--- config.mk ---
export PLATFORM = sky130hd
export DESIGN_NAME = gcb_sqrt_cell
export DESIGN_NICKNAME = d
export VERILOG_FILES = /design/src/rtl/core/gcb_pkg.sv /design/src/rtl/core/gcb_sqrt_cell.sv
export SDC_FILE = /design/constraint.sdc
export NUM_CORES = 1
export LEC_CHECK = 0
export ABC_AREA = 0
export BUFFER_PORTS_ARGS = -buffer_cell sky130_fd_sc_hd__buf_2
export CAP_MARGIN = 20
export CELL_PAD_IN_SITES_DETAIL_PLACEMENT = 2
export CELL_PAD_IN_SITES_GLOBAL_PLACEMENT = 2
export CORE_MARGIN = 5
export CORE_UTILIZATION = 32
export CTS_BUF_LIST = sky130_fd_sc_hd__clkbuf_4
export DETAILED_ROUTE_END_ITERATION = 8
export PLACE_DENSITY = 0.9
export SETUP_SLACK_MARGIN = 0.2
export SLEW_MARGIN = 20
export SYNTH_ARGS = -nofsm -noshare
export SYNTH_HDL_FRONTEND = slang
export SYNTH_SLANG_ARGS = --single-unit
--- constraint.sdc ---
create_clock -name i_clk -period 3.4 [get_ports i_clk]
set_input_delay 0 -clock i_clk [delete_from_list [all_inputs] [get_ports i_clk]]
set_output_delay 0 -clock i_clk [all_outputs]
set_load 0.05 [all_outputs]
--- src/rtl/core/gcb_pkg.sv ---
// ----------------------------------------------------------------------------
// gcb_pkg
// Shared types, constants and step tables for the great-circle bearing unit.
// ----------------------------------------------------------------------------
package gcb_pkg;

    localparam int FRAC_BITS       = 16;
    localparam int ANG_BITS        = 24;
    localparam int TRIG_ITERATIONS = 24;
    localparam int XW              = 34;
    localparam int SQ_W            = 61;
    localparam int SQRT_STEPS      = 31;
    localparam int DIV_STEPS       = 30;
    localparam int BEAR_W          = 25;

    localparam logic signed [XW-1:0] ONE_Q30  = 34'sd1073741824;
    localparam logic signed [XW-1:0] GAIN_Q30 = 34'sd652032874;

    typedef struct packed {
        logic              err;
        logic              fix;
        logic [BEAR_W-1:0] fix_val;
        logic              dl_neg;
    } t_ctl;

    localparam int CTL_W = $bits(t_ctl);

    function automatic logic signed [XW-1:0] atan_step(input int unsigned i);
        logic signed [XW-1:0] v;
        case (i)
            0:       v = 34'sd754974720;
            1:       v = 34'sd445687602;
            2:       v = 34'sd235489088;
            3:       v = 34'sd119537938;
            4:       v = 34'sd60000934;
            5:       v = 34'sd30029717;
            6:       v = 34'sd15018523;
            7:       v = 34'sd7509720;
            8:       v = 34'sd3754917;
            9:       v = 34'sd1877466;
            10:      v = 34'sd938734;
            default: v = XW'(64'd961263669 >> i);
        endcase
        return v;
    endfunction

endpackage

--- src/rtl/core/gcb_sqrt_cell.sv ---
// ----------------------------------------------------------------------------
// gcb_sqrt_cell
// One step of the bitwise integer square root.
// ----------------------------------------------------------------------------
module gcb_sqrt_cell #(
    parameter int STEP  = 0,
    parameter int TAG_W = 1
) (
    input  logic                     i_clk,
    input  logic                     i_rst_n,
    input  logic                     i_en,
    input  logic                     i_valid,
    input  logic [TAG_W-1:0]         i_tag,
    input  logic [gcb_pkg::SQ_W-1:0] i_v,
    input  logic [gcb_pkg::SQ_W-1:0] i_r,
    output logic                     o_valid,
    output logic [TAG_W-1:0]         o_tag,
    output logic [gcb_pkg::SQ_W-1:0] o_v,
    output logic [gcb_pkg::SQ_W-1:0] o_r
);

    localparam logic [gcb_pkg::SQ_W:0] BIT =
        (gcb_pkg::SQ_W+1)'(1) << (gcb_pkg::SQ_W - 1 - 2 * STEP);

    logic                     r_valid;
    logic [TAG_W-1:0]         r_tag;
    logic [gcb_pkg::SQ_W-1:0] r_v, r_r, n_v, n_r;
    logic [gcb_pkg::SQ_W:0]   sum;

    always_comb begin
        sum = {1'b0, i_r} + BIT;
        if ({1'b0, i_v} >= sum) begin
            n_v = gcb_pkg::SQ_W'({1'b0, i_v} - sum);
            n_r = (i_r >> 1) + BIT[gcb_pkg::SQ_W-1:0];
        end else begin
            n_v = i_v;
            n_r = i_r >> 1;
        end
    end

    always_ff @(posedge i_clk) begin
        if (!i_rst_n) begin
            r_valid <= 1'b0;
        end else if (i_en) begin
            r_valid <= i_valid;
        end
    end

    always_ff @(posedge i_clk) begin
        if (i_en) begin
            r_tag <= i_tag;
            r_v   <= n_v;
            r_r   <= n_r;
        end
    end

    assign o_valid = r_valid;
    assign o_tag   = r_tag;
    assign o_v     = r_v;
    assign o_r     = r_r;

endmodule

# Yosys cells after proc, flatten, opt, wreduce, memory -nomap -nowiden
# Index checks and enable logic that the tools add are counted.
totals:
  ff_bits: 124
  output_inout_bits: 124
  in_bits: 127
  word_cells: 11
op_classes:
  muxes: 2
  add_sub_neg: 3
  n_lt_le_gt_ge: 1
op_table:
  columns: ["cell", "n"]
  rows:
  - ["$add 61x61->62 const B", 1]
  - ["$ge 61x62->1", 1]
  - ["$add 60x61->61 const B", 1]
  - ["$mux 61", 1]
  - ["$sub 61x61->61", 1]
  - ["$mux 60", 1]

# Logic depth before layout (Yosys ltp)
logic_depth:
  word_depth: 3
  mapped_depth: 15
  ltp_nobuf: 14

# Worst setup path before layout
# Ideal clock, no wire load.
synth_path:
  path_kind: "input port to flip-flop"
  from: "input i_v[0] (netlist bit)"
  to: "register r_v, in the netlist o_v[1], data pin"
  required_ns: 3.140
  n_path_buf: 1
  arrival_time_ns: 2.634
  stages: 13
  setup_ns: 0.260
  path_slack_ns: 0.506
  path_cell_list: "inv_1 > ha_1 > inv_1 > fa_1 > a21o_1 > a221oi_1 > a211o_1 > a211oi_2 > o2111ai_2 > a211oi_4 > nor2_2 > buf_6 > mux2_4"
synth_between:
  elab_chain_len: 2
  word_cells_on_any_way: 3
  cone_classes: "add/sub (1); order compare (1); mux (1)"
synth_rtl:
  columns: ["item", "line", "text"]
  rows:
  - ["start: declaration", "gcb_sqrt_cell.sv:14", "input logic [gcb_pkg::SQ_W-1:0] i_v,"]
  - ["$sub 61x61->61 or $ge 61x62->1 (tied branches)", "gcb_sqrt_cell.sv:33, gcb_sqrt_cell.sv:32", null]
  - ["$mux 61 *", "gcb_sqrt_cell.sv:32", "if ({1'b0, i_v} >= sum) begin"]
  - ["named net n_v (one bit)", "gcb_sqrt_cell.sv:27", "logic [gcb_pkg::SQ_W-1:0] r_v, r_r, n_v, n_r;"]
  - ["end signal: assignment", "gcb_sqrt_cell.sv:52", "r_v <= n_v;"]
  - ["end: declaration", "gcb_sqrt_cell.sv:27", null]
# The timed path passes the listed nets; every way through them passes the cells marked *.
# A chain may end at the register's enable or synchronous reset.

# Worst setup path in the final report
layout_path:
  from: "input i_v[11] (netlist bit)"
  to: "register r_v, in the netlist o_v[60], data pin"
# Same word-level chain as after synthesis.

==> results.txt <==
Status - complete, no violations
Core area - 25300 um^2
Pins Over Slew Limit - 0
Area grow syn2layout - 40.6%
Final Hold Vio Count - 0
Internal cell power - 2.86 mW
Fin util - 46.0%
CTS Root Cell - clkbuf_4
Mapped Cells - 870
Critical path fanouts, max - 44
Crit path DAT - 3.50 ns
CTS Sinks - 124
Final worst path period share - 94.0%
Synth unique cells - 65
Nets - 1448
Final min period - 3.20 ns
Num rows - 58
Vias in the first global route - 9873
Gate power share - 39.9%
Die Ht - 171 um
Total power draw - 5.03 mW
IO Count - 251
Die width - 171 um
Global-route wire length before repair - 57.3 mm
Wirelength per Cell - 24.3 um
Critical Path Most Common Cell - a211oi_4
Rel. slew slack - 27.0%
RSZ-0062 raised after global routing - false
Leakage - 5.22 nW
CTS tree - built
Post-DRT Antenna Nets - 0
Max IR drop VDD - 0.206 mV
CP cell instances - dlygate4sd3_1 > buf_2 > ha_1 > a21o_1 > a311o_1 > a21oi_1 > a211oi_4 > o2111ai_4 > a211oi_4 > nor2_4 > buf_4 > buf_12 > o21ai_1
Max Cap Viol - 0
Setup Skew - 0 ns
Switch Pwr - 2.17 mW
Reg power frac - 38.1%
Layout cell share with drive strength beyond 1 - 26.4%
WL final - 38.9 mm
DR vias/cell - 5.40
Startpoint Class - input pin
Cts bufs inserted - 17
Switching share of power - 43.1%
Synth Cell Area - 8290 um^2
#FFs+latches synth - 124
Total GRT Usage - 25.4%
Final HPWL DP - 25.6 mm
Kind of critical path - input pin to flop
Worst endpoint required time - 3.71 ns
GP Congestion - 0.850
Post-synthesis sequential area ratio - 44.8%
Synth top area share - 44.6%
Clk pin slew, worst setup/hold paths - 0.16 ns
Post-synth EDFFs - 123
Highest clock rate - 313 MHz
DR DRC count - 0
Crit path max-delay cell type - dlygate4sd3_1
Initial antenna violation count - 2
Initial Util - 32.7%
Number of fill cells - 2746
Async S/R FF share, synth - 0%
Largest net degree at the start of global routing - 116
Commonest non-fill, non-tap cell in the layout - buf_2
Die Area - 29200 um^2
H-tree depth - 4
TritonRoute pass-1 iters - 5
Top cells by area, synth - edfxtp_1 45%, ha_1 9.4%, nand2_1 4.9%
GRT overflow - 0
Setup TNS - 0 ns
Clock power frac - 22.0%
Yosys Warn Count - 0
Syn_nets - 1060
Worst skew pair latency - 0.55 ns
Dominant synthesized flop cell - edfxtp_1
Fin cells - 1604
Post-Syn Area per Cell - 9.52 um^2
Cell taking the most area after synthesis - edfxtp_1
Final setup margin - 0.204 ns
Max Root-Sink Buffers - 2
Slew @ Worst Pin - 1.09 ns
Crit path capture type - flop
DR vias - 8657
Slowest stage delay, CP - 0.55 ns
HP Class - input pin to flop
Pwr/cell area - 432 nW/um^2
Violation count after the first detailed-route iteration - 442
Commonest non-fill, non-tap cells in the layout - 249 x buf_2, 125 x dlygate4sd3_1, 123 x edfxtp_1
Pre-CTS setup slack - -0.101 ns
Setup-failing EPs final - 0
Placed cell count - 1437
PortBufs - 250
-- routing by layer --
layer / up-vias / global-route usage (%) / part of all wire, %
met1: 4314 / 28.3 / 39
met4: 0 / 11.0 / 3.8
met3: 91 / 4.71 / 4.8
met5: - / 0 / 0
met2: 319 / 47.1 / 53
li1: 3933 / - / -
-- area by class of cell --
class                   count  area (um^2)  share of cell area, %
flip-flops and latches    124         3710                   31.9
inverters                  84          315                   2.71
multi-input cells         629         4180                   35.8
repair buffers            402         2760                   23.7
clock buffers              17          128                   1.10
well taps                 330          413                   3.54
diodes                      3         7.51                 0.0645
clock inverters            15          139                   1.19
-- cell usage after synthesis (5+ instances only) --
cell / n
a21o_1: 22
buf_2: 7
nor3_1: 8
nor2b_1: 7
ha_1: 62
o21ai_0: 47
nand2_1: 109
xor2_1: 21
or3_1: 5
nand3_1: 6
a31oi_1: 5
and3_1: 8
o21ai_1: 53
a21oi_1: 80
and2_1: 7
o31ai_1: 5
clkbuf_1: 22
o21bai_1: 12
nand4_1: 19
o211ai_1: 8
a211oi_1: 9
edfxtp_1: 123
inv_1: 83
nor2_1: 38
xnor2_1: 33
-- path summary, 6_finish.rpt --
kind                            startpoint  endpoint  slack (ns)  depth (start not counted)
worst min-delay path               i_v[14]   o_v[14]        0.13                          4
worst max-delay path               i_v[11]   o_v[60]        0.20                         13
worst min register to register     o_valid   o_valid        1.07                          3
worst max register to register     o_valid   o_valid        2.24                          3
-- state kept, by name, summed over array words and instances (netlist names) --
| signal | count |
|---|---|
| o_r | 61 |
| o_tag | 1 |
| o_valid | 1 |
| o_v | 61 |
-- logic make-up after synthesis --
group / count (synthesis) / share of synthesized area (%)
AO/OA/AOI/OAI: 282 / 20.9
multiplexers: 5 / 0.695
XOR/XNOR: 54 / 5.71
flip-flops: 124 / 44.8
buffers and inverters: 117 / 5.77
adder cells (fa/ha/maj): 63 / 9.60
AND/OR/NAND/NOR: 225 / 12.5
-- worst max-delay path, delay by kind of cell --
kind	cells	cell delay, ns
AO/OA/AOI/OAI	7	1.78
AND/OR/NAND/NOR	1	0.25
buffers and inverters	4	1.07
adder cells (fa/ha/maj)	1	0.38
-- timing repair --
action | CTS | global route
setup endpoints to repair | 0 | 60
gates resized for setup | 0 | 17
endpoints found under the hold margin | 123 | 1
hold buffers | 123 | 2
buffers inserted | 0 | 6
-- per-stage QoR --
stage	instance area, um^2	hold WS, ns
2_1_floorplan	8290	0.0989
6_report	11600	0.129
4_1_cts	11500	-0.258
3_5_place_dp	9970	0.182
5_1_grt	11600	0.0691
3_3_place_gp	9970	0.182
-- power by group through the flow --
stage / Sequential, mW / Clock (mW) / Combinational [mW]
3_3_place_gp: 1.92 / 0 / 1.73
5_1_grt: 1.93 / 1.20 / 2.12
2_1_floorplan: 2.46 / 0 / 0.701
3_5_place_dp: 1.94 / 0 / 1.79
6_report: 1.91 / 1.11 / 2.01
4_1_cts: 1.90 / 1.11 / 1.91
No activity file was read; power rests on OpenSTA's default activity.
