$ cat src/rtl/core/gcb_pkg.sv
// ----------------------------------------------------------------------------
// gcb_pkg
// Shared types, constants and step tables for the great-circle bearing unit.
// ----------------------------------------------------------------------------
package gcb_pkg;

    localparam int FRAC_BITS       = 16;
    localparam int ANG_BITS        = 24;
    localparam int TRIG_ITERATIONS = 24;
    localparam int XW              = 34;
    localparam int SQ_W            = 61;
    localparam int SQRT_STEPS      = 31;
    localparam int DIV_STEPS       = 30;
    localparam int BEAR_W          = 25;

    localparam logic signed [XW-1:0] ONE_Q30  = 34'sd1073741824;
    localparam logic signed [XW-1:0] GAIN_Q30 = 34'sd652032874;

    typedef struct packed {
        logic              err;
        logic              fix;
        logic [BEAR_W-1:0] fix_val;
        logic              dl_neg;
    } t_ctl;

    localparam int CTL_W = $bits(t_ctl);

    function automatic logic signed [XW-1:0] atan_step(input int unsigned i);
        logic signed [XW-1:0] v;
        case (i)
            0:       v = 34'sd754974720;
            1:       v = 34'sd445687602;
            2:       v = 34'sd235489088;
            3:       v = 34'sd119537938;
            4:       v = 34'sd60000934;
            5:       v = 34'sd30029717;
            6:       v = 34'sd15018523;
            7:       v = 34'sd7509720;
            8:       v = 34'sd3754917;
            9:       v = 34'sd1877466;
            10:      v = 34'sd938734;
            default: v = XW'(64'd961263669 >> i);
        endcase
        return v;
    endfunction

endpackage

$ cat src/rtl/core/gcb_div_cell.sv
// ----------------------------------------------------------------------------
// gcb_div_cell
// One quotient bit of the restoring division.
// ----------------------------------------------------------------------------
module gcb_div_cell #(
    parameter int TAG_W = 1
) (
    input  logic                          i_clk,
    input  logic                          i_rst_n,
    input  logic                          i_en,
    input  logic                          i_valid,
    input  logic [TAG_W-1:0]              i_tag,
    input  logic [gcb_pkg::XW-1:0]        i_rem,
    input  logic [gcb_pkg::XW-1:0]        i_den,
    input  logic [gcb_pkg::DIV_STEPS-1:0] i_q,
    output logic                          o_valid,
    output logic [TAG_W-1:0]              o_tag,
    output logic [gcb_pkg::XW-1:0]        o_rem,
    output logic [gcb_pkg::XW-1:0]        o_den,
    output logic [gcb_pkg::DIV_STEPS-1:0] o_q
);

    logic                          r_valid;
    logic [TAG_W-1:0]              r_tag;
    logic [gcb_pkg::XW-1:0]        r_rem, r_den, n_rem;
    logic [gcb_pkg::DIV_STEPS-1:0] r_q, n_q;
    logic [gcb_pkg::XW:0]          rem2;

    always_comb begin
        rem2 = {i_rem, 1'b0};
        if (rem2 >= {1'b0, i_den}) begin
            n_rem = gcb_pkg::XW'(rem2 - {1'b0, i_den});
            n_q   = {i_q[gcb_pkg::DIV_STEPS-2:0], 1'b1};
        end else begin
            n_rem = gcb_pkg::XW'(rem2);
            n_q   = {i_q[gcb_pkg::DIV_STEPS-2:0], 1'b0};
        end
    end

    always_ff @(posedge i_clk) begin
        if (!i_rst_n) begin
            r_valid <= 1'b0;
        end else if (i_en) begin
            r_valid <= i_valid;
        end
    end

    always_ff @(posedge i_clk) begin
        if (i_en) begin
            r_tag <= i_tag;
            r_rem <= n_rem;
            r_den <= i_den;
            r_q   <= n_q;
        end
    end

    assign o_valid = r_valid;
    assign o_tag   = r_tag;
    assign o_rem   = r_rem;
    assign o_den   = r_den;
    assign o_q     = r_q;

endmodule
$ cat config.mk
export PLATFORM = sky130hd
export DESIGN_NAME = gcb_div_cell
export DESIGN_NICKNAME = d
export VERILOG_FILES = /design/src/rtl/core/gcb_pkg.sv /design/src/rtl/core/gcb_div_cell.sv
export SDC_FILE = /design/constraint.sdc
export NUM_CORES = 1
export LEC_CHECK = 0
export ABC_AREA = 1
export BUFFER_PORTS_ARGS = -buffer_cell sky130_fd_sc_hd__buf_2
export CORE_AREA = 2 2 78 154
export CTS_BUF_LIST = sky130_fd_sc_hd__clkbuf_16
export DETAILED_ROUTE_END_ITERATION = 10
export DIE_AREA = 0 0 80 156
export GPL_TIMING_DRIVEN = 0
export PLACE_DENSITY = 0.91
export SLEW_MARGIN = 30
export SYNTH_ARGS = -nofsm -noshare
export SYNTH_HDL_FRONTEND = slang
export SYNTH_SLANG_ARGS = --single-unit
$ cat constraint.sdc
create_clock -name i_clk -period 2.9 [get_ports i_clk]
set_input_delay 0.145 -clock i_clk [delete_from_list [all_inputs] [get_ports i_clk]]
set_output_delay 0.145 -clock i_clk [all_outputs]
set_load 0.1 [all_outputs]
# ---- Word-level counts from Yosys, hierarchy flattened
# Index checks and enable logic that the tools add are counted.
# Widths: inputs -> output; s select.
dict set report classes {
  addsub 1
  n_mux 2
  n_lt_le_gt_ge 1
}
# op n
set ops {}
lappend ops {{$ge 35x34->1} 1}
lappend ops {{$mux 34} 1}
lappend ops {{$sub 34x34->34} 1}
lappend ops {{$mux 1} 1}
dict set report word_totals {
  elab_cells 10
  ff_bits 100
  output_inout_bits 100
  inputBits 103
}

# ---- Depth between registers and ports, before layout
dict set report logic_depth {
  ltp_word 2
  depth_mapped 16
  depth_no_buf 15
}

# ---- Least setup slack after synthesis
# Ideal clock, no wire load.
dict set report synth_timing {
  path_kind {input-to-reg}
  start {input port i_den[2] (netlist bit)}
  end {register r_rem, in the netlist o_rem[25], data pin}
  path_buffers 1
  slack_ps 1144
  t_arrival_ps 1503
  t_required_ps 2647
  path_stages 15
  path_cell_list {inv_1 -> ha_1 -> nand2_1 -> nand2_1 -> nor2_2 -> inv_2 -> nand2_1 -> nand3_2 -> nand2_2 -> nand2_2 -> nand2_2 -> nand2_4 -> buf_4 -> nand3_1 -> nand2_1}
}
dict set report synth_via {
  elab_chain_cells 2
}
# item line
set synth_rtl {}
lappend synth_rtl {{start: declaration} gcb_div_cell.sv:14} ;# input logic [gcb_pkg::XW-1:0] i_den,
lappend synth_rtl {{$sub 34x34->34 or $ge 35x34->1 (tied branches)} {gcb_div_cell.sv:32, gcb_div_cell.sv:31}}
lappend synth_rtl {{$mux 34 (*)} gcb_div_cell.sv:31} ;# if (rem2 >= {1'b0, i_den}) begin
lappend synth_rtl {{named net n_rem (one bit)} gcb_div_cell.sv:25} ;# logic [gcb_pkg::XW-1:0] r_rem, r_den, n_rem;
lappend synth_rtl {{end signal: assignment} gcb_div_cell.sv:51} ;# r_rem <= n_rem;
lappend synth_rtl {{end: declaration} gcb_div_cell.sv:25}
# Mark *: on every way through the listed nets, which the timed path passes. The rest lies on a longest branch.
# A chain may end at the register's enable or synchronous reset.

# ---- Final worst setup path
dict set report layout_timing {
  start {input port i_den[8] (netlist bit)}
  end {register r_rem, in the netlist o_rem[21], data pin}
}
# Same word-level chain as after synthesis.

==> flow_summary.yaml <==
status:
  status: "finished, final reports clean"
critical_path:
  crit_type: "in -> reg"
  end_kind: "register"
  worstReg2RegEnd: "o_valid$_SDFFE_PN0P_"
  required_ns: 2.99
  cpMostUsedCell: "nand2_1"
  reg2reg_from: "o_valid$_SDFFE_PN0P_"
  reg2reg_depth: 2
  r2r_slack_ns: 2.19
  cp-start-kind: "primary input"
  cp.arrival_ns: 2.69
  path_cells: "dlygate4sd3_1 > buf_2 > inv_1 > ha_1 > nand2_1 > nor2_1 > nand2_1 > o21ai_0 > nand2_1 > nand2_1 > nand2_1 > nand3_1 > nand2_1"
  cpMaxStageDelayCell: "o21ai_0"
  cp_slowest_stage_delay_ns: 0.57
  path_max_fanout: 4
power_and_ir_drop:
  vdd_drop_max_mv: 0.510
  leakage_nw: 4.29
  powerDensity_nw_per_um2: 622
  switching_share: 0.448
  p_comb_frac: 0.411
  p_clk_frac: 0.232
  p_int_mw: 2.79
  pwr-share-seq: 0.357
  p_switching_mw: 2.27
hold_path:
  hp-start: "i_den[28]"
  min_path_cells: 1
  min_path_type: "in -> reg"
  min_to: "o_den[28]$_DFFE_PP_"
sta:
  finalHoldViolCount: 0
  fin_worst_skew_ns: 0
  rsz0062_at_grt: "no"
  setup_viol: 0
  worst_slew_pin_slew_ns: 0.691
  fmax_mhz: 385
  fin_crit_ns: 2.60
  min_period_over_period: 0.896
  maxSlewViolCount: 0
  max_slew_margin: 0.535
  fin_setup_tns_ns: 0
routing:
  remaining_drc_errors: 0
  dr.pass1.iters: 7
  finalWirelength_um: 18600
  route.vias.total: 5947
  wire_per_inst_um: 15.9
  drt_iter0_drc: 448
  postRouteAntennaNets: 0
  viasPerCell: 5.08
cells_and_area:
  drive_above_1_share: 0.230
  area_delta_synth_final_pct: 34.4
  fin_nets: 1162
  postLayoutCellArea_um2: 8150
  antennaDiodeCount: 0
synthesis:
  synth-main-ff-cell: "edfxtp_1"
  synth_top_area_share: 0.491
  syn_avg_cell_area_um2: 8.06
  synth-seq-cells: 100
  yosys-top-cells-area: "edfxtp_1 49%, nand2_1 18%, inv_1 8.3%, ha_1 7.0%, nor2_1 3.7%"
  synth_area_um2: 6060
  yosysSeqAreaShare: 0.494
  synth_cells: 752
  synth_most_common_cell: "nand2_1"
  synth-edff-count: 99
  synth-async-reset-ratio: 0
  ys_top_cells_by_count: "296 x nand2_1, 134 x inv_1, 99 x edfxtp_1"
  synth_nets: 890
  yosys_warnings: 0
  synth_top_area_cell: "edfxtp_1"
  synth_cell_types: 28
placement:
  placed_area_um2: 7270
  dp_hpwl_um: 14000
  port_buffers: 201
  gp_congestion: 0.948
global_routing:
  grt_max_degree: 57
  overflow: 0
  grt.total_usage: 0.303
  antenna_found_initial: 0
  grt_pass1_vias: 5924
  grt_pass1_wl_um: 28400
cts:
  cts_buffer_depth: 2
  clkSlewWorstSetupHoldPaths_ns: 0.07
  root_buffer: "clkbuf_16"
  cts.sinks: 100
  numCtsBuffers: 9
  insertion_delay_ns: 0.34
  ctsResizeCount: 0
  htree_levels: 3
  cts_tree: "yes"
die:
  row_count: 55
  core-area_um2: 11300
  die_height_um: 156
  fp.dieW_um: 80
  io_pins: 203
  dieArea_um2: 12500
  start_util: 0.537
run:
  cap_violations: 0
## per-layer routing
metal,GRT usage,up-vias,share of wire
li1,-,2907,-
met1,0.277,2693,0.32
met2,0.601,274,0.58
met3,0.0394,73,0.051
met4,0.173,0,0.056
met5,0,-,0
## worst max-delay path: cells and delay by family
family                     cells  cell delay [ns]
and+or+nand+nor                8             0.94
AOI/OAI and AO/OA              1             0.57
adders and majority gates      1             0.34
buffers and inverters          3             0.69
## power groups by stage
| stage | clock, mW | sequential, mW | combinational (mW) |
|---|---|---|---|
| final | 1.17 | 1.81 | 2.08 |
| after global routing | 1.24 | 1.82 | 2.19 |
| after CTS | 1.19 | 1.81 | 2.06 |
| after detailed placement | 0 | 1.84 | 2.00 |
| after global placement | 0 | 1.83 | 1.97 |
| after floorplan | 0 | 2.92 | 0.501 |
## state kept, by name (all words and copies together) (netlist names)
signal / flops
o_valid: 1
o_tag: 1
o_q: 30
o_den: 34
o_rem: 34
## cell families after synthesis
family	Yosys count	share of synthesized area
adder cells (fa/ha/maj)	35	0.0735
buffers and inverters	145	0.0958
XOR/XNOR	18	0.0260
flip-flops	100	0.494
AO/OA/AOI/OAI	45	0.0390
AND/OR/NAND/NOR	409	0.272
## layout make-up
type,instances,area [um^2]
repair buffers,261,1620
flip-flops and latches,100,2990
multi-input cells,507,2490
fillers,879,3140
clock inverters,7,61.3
clock buffers,9,225
plain buffers,6,56.3
inverters,139,524
well taps,142,178
## per-stage QoR
step / total power, mW / hold slack [ns] / cells / worst slack [ns] / util
2_1_floorplan: 3.42 / 0.238 / 752 / 1.14 / -
6_report: 5.06 / 0.000319 / 1171 / 0.301 / 0.722
4_1_cts: 5.06 / 0.000524 / 1170 / 0.324 / 0.721
3_5_place_dp: 3.83 / 0.323 / 1096 / 0.495 / 0.644
3_3_place_gp: 3.80 / 0.321 / 1095 / 0.505 / 0.642
5_1_grt: 5.25 / 0.000748 / 1171 / 0.143 / 0.722
## worst max path at each step
stage,start,end,cells past startpoint
floorplan,i_den[2],o_rem[25]$_DFFE_PP_,15
global placement,i_den[25],o_rem[26]$_DFFE_PP_,13
detailed placement,i_den[7],o_rem[21]$_DFFE_PP_,12
CTS,i_den[8],o_rem[21]$_DFFE_PP_,13
global route,i_den[8],o_rem[21]$_DFFE_PP_,13
finish,i_den[8],o_rem[21]$_DFFE_PP_,13
## timing repair
action,in CTS,in global routing
endpoints found under the hold margin,58,1
buffers inserted,0,0
hold buffers,58,1
endpoints found under the setup margin,0,0
## placed cells by master, fill, tap and decap left out
master	count
buf_2	200
nor2_2	2
ha_1	34
nand2_2	3
nor2_1	59
nand4_1	4
dfxtp_1	1
inv_8	2
a21o_1	1
a21oi_2	1
inv_2	4
buf_4	3
buf_12	1
nand2_1	296
edfxtp_1	99
inv_1	135
nand3b_1	6
a21oi_1	28
inv_4	1
o21ai_0	13
fa_1	1
xor2_1	15
dlygate4sd3_1	59
o21bai_1	2
buf_6	4
clkbuf_16	9
nand3_2	1
nor3_2	1
or2_1	1
clkinv_4	4
xnor2_1	3
nor3_1	6
nand3_1	29
nand2_4	1
Note: power is estimated with default switching activity, not from simulation.
