### config.mk
export PLATFORM = sky130hd
export DESIGN_NAME = gcb_cordic_cell
export DESIGN_NICKNAME = d
export VERILOG_FILES = /design/src/rtl/core/gcb_pkg.sv /design/src/rtl/core/gcb_cordic_cell.sv
export SDC_FILE = /design/constraint.sdc
export NUM_CORES = 1
export LEC_CHECK = 0
export ABC_AREA = 1
export BUFFER_PORTS_ARGS = -buffer_cell sky130_fd_sc_hd__buf_4
export CAP_MARGIN = 25
export CORE_ASPECT_RATIO = 0.5
export CORE_MARGIN = 2
export CORE_UTILIZATION = 47
export DETAILED_ROUTE_END_ITERATION = 8
export GPL_ROUTABILITY_DRIVEN = 0
export PLACE_DENSITY_LB_ADDON = 0.2
export SYNTH_ARGS = -nofsm -noshare
export SYNTH_HDL_FRONTEND = slang
export SYNTH_SLANG_ARGS = --single-unit
### constraint.sdc
create_clock -name i_clk -period 3.6 [get_ports i_clk]
set_clock_uncertainty 0.05 [all_clocks]
set_input_delay 0.72 -clock i_clk [delete_from_list [all_inputs] [get_ports i_clk]]
set_output_delay 0.72 -clock i_clk [all_outputs]
set_load 0.02 [all_outputs]
### src/rtl/core/gcb_pkg.sv
// ----------------------------------------------------------------------------
// gcb_pkg
// Shared types, constants and step tables for the great-circle bearing unit.
// ----------------------------------------------------------------------------
package gcb_pkg;

    localparam int FRAC_BITS       = 16;
    localparam int ANG_BITS        = 24;
    localparam int TRIG_ITERATIONS = 24;
    localparam int XW              = 34;
    localparam int SQ_W            = 61;
    localparam int SQRT_STEPS      = 31;
    localparam int DIV_STEPS       = 30;
    localparam int BEAR_W          = 25;

    localparam logic signed [XW-1:0] ONE_Q30  = 34'sd1073741824;
    localparam logic signed [XW-1:0] GAIN_Q30 = 34'sd652032874;

    typedef struct packed {
        logic              err;
        logic              fix;
        logic [BEAR_W-1:0] fix_val;
        logic              dl_neg;
    } t_ctl;

    localparam int CTL_W = $bits(t_ctl);

    function automatic logic signed [XW-1:0] atan_step(input int unsigned i);
        logic signed [XW-1:0] v;
        case (i)
            0:       v = 34'sd754974720;
            1:       v = 34'sd445687602;
            2:       v = 34'sd235489088;
            3:       v = 34'sd119537938;
            4:       v = 34'sd60000934;
            5:       v = 34'sd30029717;
            6:       v = 34'sd15018523;
            7:       v = 34'sd7509720;
            8:       v = 34'sd3754917;
            9:       v = 34'sd1877466;
            10:      v = 34'sd938734;
            default: v = XW'(64'd961263669 >> i);
        endcase
        return v;
    endfunction

endpackage

### src/rtl/core/gcb_cordic_cell.sv
// ----------------------------------------------------------------------------
// gcb_cordic_cell
// One CORDIC micro-rotation in degrees, rotation or vectoring mode.
// ----------------------------------------------------------------------------
module gcb_cordic_cell #(
    parameter int STEP   = 0,
    parameter bit VECTOR = 1'b0,
    parameter int TAG_W  = 1
) (
    input  logic                           i_clk,
    input  logic                           i_rst_n,
    input  logic                           i_en,
    input  logic                           i_valid,
    input  logic [TAG_W-1:0]               i_tag,
    input  logic signed [gcb_pkg::XW-1:0]  i_x,
    input  logic signed [gcb_pkg::XW-1:0]  i_y,
    input  logic signed [gcb_pkg::XW-1:0]  i_z,
    output logic                           o_valid,
    output logic [TAG_W-1:0]               o_tag,
    output logic signed [gcb_pkg::XW-1:0]  o_x,
    output logic signed [gcb_pkg::XW-1:0]  o_y,
    output logic signed [gcb_pkg::XW-1:0]  o_z
);

    localparam logic signed [gcb_pkg::XW-1:0] ATAN = gcb_pkg::atan_step(STEP);

    logic                          r_valid;
    logic [TAG_W-1:0]              r_tag;
    logic signed [gcb_pkg::XW-1:0] r_x, r_y, r_z;
    logic signed [gcb_pkg::XW-1:0] n_x, n_y, n_z;
    logic signed [gcb_pkg::XW-1:0] dx, dy;
    logic                          up;

    always_comb begin
        dx = i_y >>> STEP;
        dy = i_x >>> STEP;
        up = VECTOR ? (i_y > 0) : (i_z >= 0);
        if (up ^ VECTOR) begin
            n_x = i_x - dx;
            n_y = i_y + dy;
        end else begin
            n_x = i_x + dx;
            n_y = i_y - dy;
        end
        n_z = ((up && !VECTOR) || (!up && VECTOR)) ? i_z - ATAN : i_z + ATAN;
    end

    always_ff @(posedge i_clk) begin
        if (!i_rst_n) begin
            r_valid <= 1'b0;
        end else if (i_en) begin
            r_valid <= i_valid;
        end
    end

    always_ff @(posedge i_clk) begin
        if (i_en) begin
            r_tag <= i_tag;
            r_x   <= n_x;
            r_y   <= n_y;
            r_z   <= n_z;
        end
    end

    assign o_valid = r_valid;
    assign o_tag   = r_tag;
    assign o_x     = r_x;
    assign o_y     = r_y;
    assign o_z     = r_z;

endmodule

======== Word-level counts from Yosys, hierarchy flattened ========
Index checks and enable logic that the tools add are counted.
word-level totals
  flip-flop bits (word level) ............. 104
  input bits .............................. 107
  output and inout port bits .............. 104
  word-level logic and storage cells ...... 14
cells by class
  $add $sub $neg .......................... 5
  $lt $le $gt $ge ......................... 1
  muxes and demuxes ....................... 3
operators by type and width
  kind                                                                 number
  2-to-1 mux 34 bit                                                    3
  subtractor 34 bit                                                    2
  adder 34 x 31 -> 34 bit (second input constant)                      1
  adder 34 bit                                                         1
  greater-or-equal comparator 34 x 1 -> 1 bit (second input constant)  1
  subtractor 34 x 31 -> 34 bit (second input constant)                 1

======== Logic depth before layout (Yosys ltp) ========
Gate-level depths: netlist (run 1).
  depth in word-level cells ............... 2
  depth in mapped cells ................... 17
  depth with buffers taken out ............ 16

======== Worst setup path after synthesis (run 1) ========
Ideal clock, no wire load.
  path kind ............................... in2reg
  from .................................... input i_z[33] (netlist bit)
  to ...................................... register r_z (netlist bit o_z[30]) (data pin)
  setup time .............................. 258 ps
  arrival time ............................ 2773 ps
  required time ........................... 3292 ps
  slack ................................... 519 ps
  stages on the path ...................... 15
  path buffers ............................ 2
  path through ............................ inv_1 ha_1 nand3_1 nor3_1 nand3b_1 nor2_1 nor2_1 buf_2 buf_6 fa_1 o21ai_0 a21oi_1 nor2_1 nor2_1 xnor2_1
between the ends
  longest elaborated chain between the ends .. 2
ends and longest elaborated chain
  element                                      line                   source
  from (decl)                                  gcb_cordic_cell.sv:17  input logic signed [gcb_pkg::XW-1:0] i_z,
  greater-or-equal comparator 34 x 1 -> 1 bit  gcb_cordic_cell.sv:37  up = VECTOR ? (i_y > 0) : (i_z >= 0);
  2-to-1 mux 34 bit                            gcb_cordic_cell.sv:45  n_z = ((up && !VECTOR) || (!up && VECTOR)) ? i_z - ATAN : i_z + ATAN;
  via n_z, one bit                             gcb_cordic_cell.sv:30  logic signed [gcb_pkg::XW-1:0] n_x, n_y, n_z;
  to (signal assigned)                         gcb_cordic_cell.sv:61  r_z <= n_z;
  to (decl)                                    gcb_cordic_cell.sv:29  logic signed [gcb_pkg::XW-1:0] r_x, r_y, r_z;
The timed path passes the listed nets, and every way through them passes these cells.
A chain may end at the register's enable or synchronous reset.

======== Worst setup path in the final report (run 1) ========
Same ends and word-level chain as after synthesis.

==> results.json, run 1 <==
{
  "final_layout_size_suffix_gt1_share_pct": 14.6,
  "setup_viol": 0,
  "period_minus_slack_ps": 3000,
  "die_h_um": 113,
  "fmax_ghz": 0.334,
  "p_comb_share_pct": 43.5,
  "worstSetupPathType": "in -> reg",
  "powerDensity_nw_per_um2": 340,
  "ctsHtreeMaxLevel": 3,
  "grt_pass1_vias": 10400,
  "synth-async-reset-ratio_pct": 0,
  "drt_iter0_markers": 1237,
  "fin_area_um2": 13200,
  "place_area_um2": 12900,
  "power_frac_seq_pct": 34.9,
  "post_cts_resized": 0,
  "start_kind": "input pin",
  "root_buffer": "clkbuf_16",
  "tns_ps": 0,
  "die_w_um": 222,
  "fill_cells": 2287,
  "synth_flop_cell": "edfxtp_1",
  "switching_share_pct": 40.1,
  "power_mw": 4.47,
  "clk_latency_ps": 360,
  "worstPathMaxFanout": 5,
  "hold_class": "in -> reg",
  "grt_first_pass_wirelength_mm": 54.8,
  "cts.sinks": 103,
  "synthTopCellsByArea": "edfxtp_1, nand2_1, ha_1",
  "yosysTopAreaCellShare_pct": 27.4,
  "maxCapViolCount": 0,
  "mostFrequentLayoutCells": "nand2_1, inv_1, buf_4",
  "final_max_slew_viol_count": 0,
  "final_common_cell": "nand2_1",
  "p_leak_nw": 6.82,
  "max-slew-margin-rel_pct": 52.3,
  "nets": 2073,
  "cts_tree": "yes",
  "avgRoutedWirePerCell_um": 16.3,
  "pin_count": 211,
  "yosysSeqAreaShare_pct": 27.6,
  "cp.arrival_ps": 3060,
  "outcome": "finished, final reports clean",
  "rows": 39,
  "ys_types": 43,
  "grt_max_degree": 68,
  "required_ps": 3670,
  "core_um2": 23100,
  "hpwl_mm": 29.2,
  "p_sw_mw": 1.79,
  "intPower_mw": 2.68,
  "min_period_over_period_pct": 83.3,
  "dr_total_vias": 11500,
  "yosysWarnings": 0,
  "antenna_found_initial": 0,
  "ir_drop_uv": 232,
  "post_drt_via_cell_ratio": 5.32,
  "hold_buffers": 0,
  "drtAntennaViolNets": 0,
  "overflow": 0,
  "cts_inserted_buffers": 9,
  "synth_edf_count": 102,
  "drtPass1Iterations": 8,
  "clkTransAtPathRegs_ps": 70,
  "port_buffers": 210,
  "antennaDiodeCount": 0,
  "syn_inst": 1671,
  "dieArea_um2": 25100,
  "totalWireLength_mm": 35.3,
  "start_util_pct": 48.4,
  "clk_path_buf_depth": 2,
  "synth_fp_nets": 1890,
  "drc_errors": 0,
  "synth.ff_latch_count": 103,
  "hold_violations": 0,
  "rsz0062_at_grt": "false",
  "post-cts-setup-buffer-count": 0,
  "end_kind": "register",
  "gr-usage-all-layers_pct": 28.0,
  "synth_largest_area_cell": "edfxtp_1",
  "syn-cell-area_um2": 11200,
  "syn_avg_cell_area_um2": 6.68,
  "p_clk_share_pct": 21.6,
  "syn2layout_area_growth_pct": 17.9,
  "worst_pin_slew_ps": 715
}
-- kinds of logic after synthesis --
family                     share of synthesized area (%)
AOI/OAI and AO/OA                                   11.8
and+or+nand+nor                                     32.1
DFF                                                 27.6
buffers and inverters                               12.2
xor gates and xnor gates                            3.37
adders and majority gates                           12.8
-- sequential cells by signal, indices dropped and copies added, names as in the netlist --
register  count
o_y          33
o_z          34
o_x          34
o_valid       1
o_tag         1
-- stage by stage --
step	std cells	worst slack, ps	utilization (%)	hold slack [ps]
3_5_place_dp	2150	265	55.8	491
5_1_grt	2166	274	57.1	468
4_1_cts	2166	647	57.1	470
6_report	2166	602	57.1	481
3_3_place_gp	2150	310	55.8	481
2_1_floorplan	1671	519	-	556
-- cell type report --
type	instances	area, um^2	share of cell area, %
Inverter	278	1040	7.92
Sequential cell	103	3080	23.4
Clock buffer	10	229	1.74
Multi-Input combinational cell	1245	6740	51.1
Tap cell	307	384	2.92
Clock inverter	6	52.6	0.399
Timing Repair Buffer	217	1640	12.5
-- power groups by stage --
stage,registers [mW],clock network [mW],logic [mW]
2_1_floorplan,1.79,0,1.02
5_1_grt,1.57,1.05,2.13
6_report,1.56,0.968,1.95
3_3_place_gp,1.59,0,1.89
4_1_cts,1.56,0.984,1.91
3_5_place_dp,1.59,0,1.91
-- cell usage after synthesis, drive strengths merged (3+ instances only) --
cell type	n
clkbuf	5
o21bai	16
o211ai	4
buf	40
a21o	6
xor2	41
nand2	494
ha	108
nor2	144
nand4	18
o21ai	90
nor3	21
edfxtp	102
or2	3
fa	4
inv	278
nand3b	5
a21oi	121
nor4	5
nand3	154
-- worst paths after layout --
| check | startpoint | endpoint | slack (ps) | cells after the start |
|---|---|---|---|---|
| setup / recovery | i_z[33] | o_z[30] | 600 | 14 |
| hold reg to reg | o_valid | o_valid | 500 | 2 |
| hold / removal | i_tag | o_tag | 480 | 1 |
| setup reg to reg | o_valid | o_valid | 2910 | 2 |
-- routing by layer --
layer / track usage [%] / vias to the layer above / share of wire (%)
met5: 0 / - / 0
met4: 7.61 / 0 / 2.3
met3: 6.08 / 58 / 9.7
met2: 43.9 / 553 / 42
met1: 39.1 / 5176 / 45
li1: - / 5728 / -
-- worst max-delay path, stage by stage --
cell	delay [ps]
buf_4	130
inv_1	130
ha_1	170
nand3_1	70
nor3_1	130
nand3b_1	170
nor2_1	260
nor2_4	90
fa_1	400
o21ai_0	420
a21oi_1	120
nor2_1	100
nor2_1	50
xnor2_1	120
Note: power is estimated with default switching activity, not from simulation.
==> run 2: changes to the inputs <==
Settings changed: ABC_AREA 1 to 0.
Clock period 3.6 ns to 2.9 ns, I/O delays scaled along.
==> results.json, run 2 <==
{
  "path_cells": "buf_8, nor4_4, buf_4, nand4_1, nor4_2, and4_1, nand2b_4, inv_6, fa_2, inv_2, a21oi_2, o21bai_1, a21o_1, a21o_1, a21o_1, a21oi_2, xor2_1",
  "drt_iter0_markers": 1010,
  "placed_cells": 1724,
  "syn_inst": 1032,
  "dieArea_um2": 21000,
  "yosysTopAreaCellShare_pct": 32.9,
  "grt_first_pass_wirelength_mm": 50.4,
  "fmax_ghz": 0.320,
  "synth.ff_latch_count": 103,
  "intPower_mw": 4.05,
  "worst_path_largest_cell_delay_ps": 360,
  "max-slew-margin-rel_pct": 64.7,
  "instances_no_fill": 1780,
  "clk_latency_ps": 370,
  "synthTopCellsByArea": "edfxtp_1, ha_1, a21oi_1",
  "core_um2": 19400,
  "cts.sinks": 103,
  "cpMostUsedCell": "a21o_1",
  "cts_tree": "yes",
  "setup_viol": 22,
  "antenna_found_initial": 0,
  "ys_types": 75,
  "worst_path_max_delay_cell": "fa_2",
  "synth-async-reset-ratio_pct": 0,
  "post_drt_via_cell_ratio": 5.64,
  "grt_pass1_vias": 9676,
  "outcome": "finished, violations left",
  "gr-usage-all-layers_pct": 30.6,
  "end_kind": "register",
  "fin_ws_ps": -229,
  "p_clk_share_pct": 20.7,
  "syn-cell-area_um2": 9310,
  "power_frac_seq_pct": 31.3,
  "switching_share_pct": 36.2,
  "synth_largest_area_cell": "edfxtp_1",
  "tns_ps": -2260,
  "p_sw_mw": 2.30,
  "antennaDiodeCount": 0,
  "worst_pin_slew_ps": 530,
  "rows": 36,
  "cp.arrival_ps": 3210,
  "syn_avg_cell_area_um2": 9.02,
  "yosysMostFrequentCell": "a21oi_1",
  "final_layout_size_suffix_gt1_share_pct": 45.1,
  "totalWireLength_mm": 33.6,
  "maxCapViolCount": 0,
  "register_area_um2": 3080,
  "yosysSeqAreaShare_pct": 33.1,
  "synth_commonest_cells": "a21oi_1, ha_1, inv_1, edfxtp_1, nor2_1",
  "clkTransAtPathRegs_ps": 80,
  "yosysWarnings": 0,
  "dr_total_vias": 10000,
  "die_h_um": 103,
  "drtPass1Iterations": 7,
  "worstPathMaxFanout": 4,
  "hold_class": "in -> reg",
  "synth_edf_count": 102,
  "hold_violations": 0,
  "worstSetupPathType": "in -> reg",
  "p_comb_share_pct": 48.0,
  "multi_input_area_um2": 6510,
  "cts_inserted_buffers": 9,
  "min_period_over_period_pct": 108,
  "period_minus_slack_ps": 3130,
  "cp_num_buf_inv": 4,
  "drc_errors": 0,
  "pre_cts_ws_ps": -805,
  "power_mw": 6.34,
  "required_ps": 2980,
  "die_w_um": 203,
  "final_max_slew_viol_count": 0,
  "nets": 1728,
  "start_util_pct": 47.9,
  "mostFrequentLayoutCells": "buf_4, edfxtp_1, a21oi_1",
  "hold_buffers": 0,
  "grt_max_degree": 45,
  "cpLargestDelayFamily": "simple AND/OR/NAND/NOR gates",
  "ctsHtreeMaxLevel": 3,
  "root_buffer": "clkbuf_16",
  "start_kind": "input pin",
  "fin_area_um2": 14800,
  "rsz0062_at_grt": "true",
  "port_buffers": 210,
  "powerDensity_nw_per_um2": 428,
  "drtAntennaViolNets": 0,
  "place_area_um2": 13400,
  "synth_flop_cell": "edfxtp_1",
  "avgRoutedWirePerCell_um": 18.8,
  "fill_cells": 1310,
  "violations": "setup timing",
  "synth_fp_nets": 1251,
  "clk_path_buf_depth": 2,
  "syn2layout_area_growth_pct": 59.1,
  "overflow": 0,
  "ir_drop_uv": 292,
  "pin_count": 211,
  "hpwl_mm": 25.1,
  "p_leak_nw": 6.74,
  "final_common_cell": "buf_4"
}
==> run 2: path summary, 6_finish.rpt <==
check / endpoint / cells past startpoint / slack [ps] / start
max reg2reg: o_valid / 2 / 2220 / o_valid
min reg2reg: o_valid / 2 / 510 / o_valid
max: o_z[32] / 17 / -230 / i_z[7]
min: o_tag / 1 / 330 / i_tag
==> run 2: power by group through the flow <==
stage / logic [mW] / clock network [mW] / registers, mW
6_report: 3.04 / 1.31 / 1.99
5_1_grt: 3.22 / 1.38 / 2.01
4_1_cts: 2.85 / 1.33 / 1.99
3_5_place_dp: 2.69 / 0 / 2.02
3_3_place_gp: 2.64 / 0 / 2.01
2_1_floorplan: 1.15 / 0 / 2.30
==> run 2: cell families (layout without fill, tap and decap cells) <==
| logic type | Yosys count | count (layout) | share of synthesized area, % |
|---|---|---|---|
| AOI/OAI and AO/OA | 345 | 345 | 24.2 |
| and+or+nand+nor | 225 | 225 | 11.9 |
| buffers and inverters | 158 | 640 | 6.76 |
| adders and majority gates | 112 | 112 | 15.4 |
| DFF | 103 | 103 | 33.1 |
| xor gates and xnor gates | 73 | 73 | 6.87 |
| muxes | 16 | 16 | 1.73 |
==> run 2: routing by layer <==
metal | part of all wire, % | vias up | GRT usage, % | routed length [um]
li1 | - | 4660 | - | -
met1 | 42 | 4715 | 40.2 | 14100
met2 | 46 | 587 | 52.8 | 15400
met3 | 9.5 | 78 | 5.14 | 3200
met4 | 2.4 | 0 | 9.38 | 812
met5 | 0 | - | 0 | 0
==> run 2: worst register-to-register path, stage by stage, from the launching register on <==
cell and delay (ps):
dfxtp_1 310, mux2i_1 150, nor2b_1 70
==> run 2: cell type report <==
cell class	count	share of cell area, %
clock buffers	9	1.52
clock inverters	7	0.608
inverters	110	3.02
multi-input cells	771	43.9
flip-flops and latches	103	20.8
well taps	266	2.25
repair buffers	514	27.8
==> run 2: through the flow <==
step / hold WS [ps] / utilization (%)
6_report: 331 / 76.3
3_3_place_gp: 459 / 68.8
2_1_floorplan: 539 / -
5_1_grt: 316 / 76.3
4_1_cts: 324 / 73.7
3_5_place_dp: 495 / 68.8
==> run 2: what timing repair did <==
item,4_1_cts,5_1_grt
endpoints found under the hold margin,0,0
cloned,1,2
buffers inserted,21,24
pin swaps,72,56
endpoints found under the setup margin,43,55
resized for setup,100,66
==> run 3: changes to the inputs <==
--- a/config.mk
+++ b/config.mk
@@ -11,5 +11,5 @@
 export CORE_ASPECT_RATIO = 0.5
 export CORE_MARGIN = 2
-export CORE_UTILIZATION = 47
+export CORE_UTILIZATION = 50
 export DETAILED_ROUTE_END_ITERATION = 8
 export GPL_ROUTABILITY_DRIVEN = 0
--- a/constraint.sdc
+++ b/constraint.sdc
@@ -3,3 +3,3 @@
 set_input_delay 0.58 -clock i_clk [delete_from_list [all_inputs] [get_ports i_clk]]
 set_output_delay 0.58 -clock i_clk [all_outputs]
-set_load 0.02 [all_outputs]
+set_load 0.01 [all_outputs]
==> results.json, run 3 (synthesis gave the netlist of run 2 again) <==
{
  "syn2layout_area_growth_pct": 60.1,
  "ctsHtreeMaxLevel": 3,
  "dieArea_um2": 19800,
  "final_max_slew_viol_count": 0,
  "power_frac_seq_pct": 31.8,
  "grt_pass1_vias": 9983,
  "timing.rr.start": "o_valid",
  "violations": "setup timing",
  "die_w_um": 197,
  "p_clk_share_pct": 21.1,
  "powerDensity_nw_per_um2": 421,
  "worst_path_max_delay_cell": "nor4_2",
  "hold_start": "i_tag",
  "worstSetupPathType": "in -> reg",
  "cts.sinks": 103,
  "start_kind": "input pin",
  "switching_share_pct": 35.3,
  "grt_first_pass_wirelength_mm": 51.4,
  "final_core_util_pct": 81.4,
  "drc_errors": 0,
  "final_common_cell": "buf_4",
  "cp_num_buf_inv": 5,
  "timing.rr.end": "o_valid",
  "path_cells": "buf_8, nor4_4, buf_4, nand4_1, nor4_2, and4_1, nand2b_4, inv_6, buf_12, ha_4, inv_2, o21bai_1, a21o_1, a21o_1, a21o_1, a21oi_2, xor2_1",
  "cts_tree": "yes",
  "end_kind": "register",
  "min_period_over_period_pct": 111,
  "intPower_mw": 4.06,
  "rsz0062_at_grt": "true",
  "ir_drop_uv": 320,
  "core_um2": 18300,
  "cts_inserted_buffers": 9,
  "start_util_pct": 50.8,
  "hold_end": "o_tag",
  "rows": 35,
  "worst_path_largest_cell_delay_ps": 290,
  "antennaDiodeCount": 0,
  "hold_violations": 0,
  "clkTransAtPathRegs_ps": 80,
  "drtPass1Iterations": 8,
  "worst_pin_slew_ps": 513,
  "hpwl_mm": 24.8,
  "p_leak_nw": 6.76,
  "mostFrequentLayoutCells": "buf_4, edfxtp_1, a21oi_1",
  "ff2ff_setup_slack_ps": 2180,
  "cpMostUsedCell": "a21o_1",
  "final_layout_size_suffix_gt1_share_pct": 46.2,
  "p_comb_share_pct": 47.1,
  "required_ps": 2980,
  "drt_iter0_markers": 1261,
  "outcome": "finished, violations left",
  "drtAntennaViolNets": 0,
  "setup_viol": 29,
  "period_minus_slack_ps": 3220,
  "fmax_ghz": 0.310,
  "p_sw_mw": 2.21,
  "worstPathMaxFanout": 4,
  "avgRoutedWirePerCell_um": 20.7,
  "fin_ws_ps": -322,
  "pin_count": 211,
  "ff2ff_path_depth": 2,
  "nets": 1726,
  "tns_ps": -4100,
  "grt_max_degree": 47,
  "whs_path_depth": 1,
  "clk_latency_ps": 370,
  "port_buffers": 210,
  "clk_path_buf_depth": 2,
  "hold_class": "in -> reg",
  "post_drt_via_cell_ratio": 6.01,
  "antenna_found_initial": 0,
  "totalWireLength_mm": 36.2,
  "maxCapViolCount": 0,
  "cp.arrival_ps": 3300,
  "die_h_um": 100,
  "gr-usage-all-layers_pct": 33.1,
  "fill_cells": 1112,
  "dr_total_vias": 10500,
  "overflow": 0,
  "root_buffer": "clkbuf_16",
  "max-slew-margin-rel_pct": 65.7,
  "cpLargestDelayFamily": "simple AND/OR/NAND/NOR gates"
}
## run 3: worst reg2reg max path, stage by stage (launching register included)
cell and delay (ps):
dfxtp_1 360, mux2i_1 80, nor2b_1 160
## run 3: what timing repair did
action / 4_1_cts / 5_1_grt
endpoints found under the setup margin: 39 / 64
resized for setup: 86 / 108
cloned: 3 / 2
hold buffers: 0 / 0
setup buffers: 17 / 24
pin swaps: 51 / 66
## run 3: worst max-delay path by stage
stage	slack [ps]	startpoint	cells past startpoint	endpoint
final	-320	i_z[7]	17	o_z[32]
after global routing	-470	i_z[7]	17	o_z[33]
after global placement	-600	i_z[25]	16	o_z[32]
after CTS	-270	i_z[7]	17	o_z[33]
after floorplan	-500	i_z[9]	16	o_z[32]
after detailed placement	-750	i_z[25]	16	o_z[32]
## run 3: metrics by stage
step                power, mW  instance area [um^2]  hold WS (ps)  worst slack (ps)  cells
floorplan                3.28                  9740           488              -498   1032
global placement         4.48                 13300           458              -604   1695
detailed placement       4.54                 13300           519              -747   1695
CTS                      6.01                 14300           337              -267   1731
global route             6.52                 14900           337              -466   1752
finish                   6.27                 14900           345              -322   1752
## run 3: area by class of cell
type | count | area, um^2 | share of cell area, %
multi-input combinational | 771 | 6600 | 44.3
timing repair buffer | 512 | 4160 | 27.9
sequential | 103 | 3080 | 20.7
inverter | 110 | 445 | 2.99
tap | 240 | 300 | 2.02
clock buffer | 9 | 225 | 1.51
clock inverter | 7 | 90.1 | 0.605
## run 3: power by group through the flow
stage	clock network, mW	logic (mW)	registers [mW]
2_1_floorplan	0	1.15	2.13
3_3_place_gp	0	2.46	2.02
3_5_place_dp	0	2.52	2.02
4_1_cts	1.34	2.68	1.99
5_1_grt	1.39	3.11	2.01
6_report	1.32	2.95	1.99
## run 3: metal layers
layer  track usage (%)  up-vias  part of all wire (%)
met5                 0        -                     0
met4              11.5        0                   4.8
met3              6.29      197                    11
met2              56.1      774                    46
met1              42.9     4895                    38
li1                  -     4655                     -
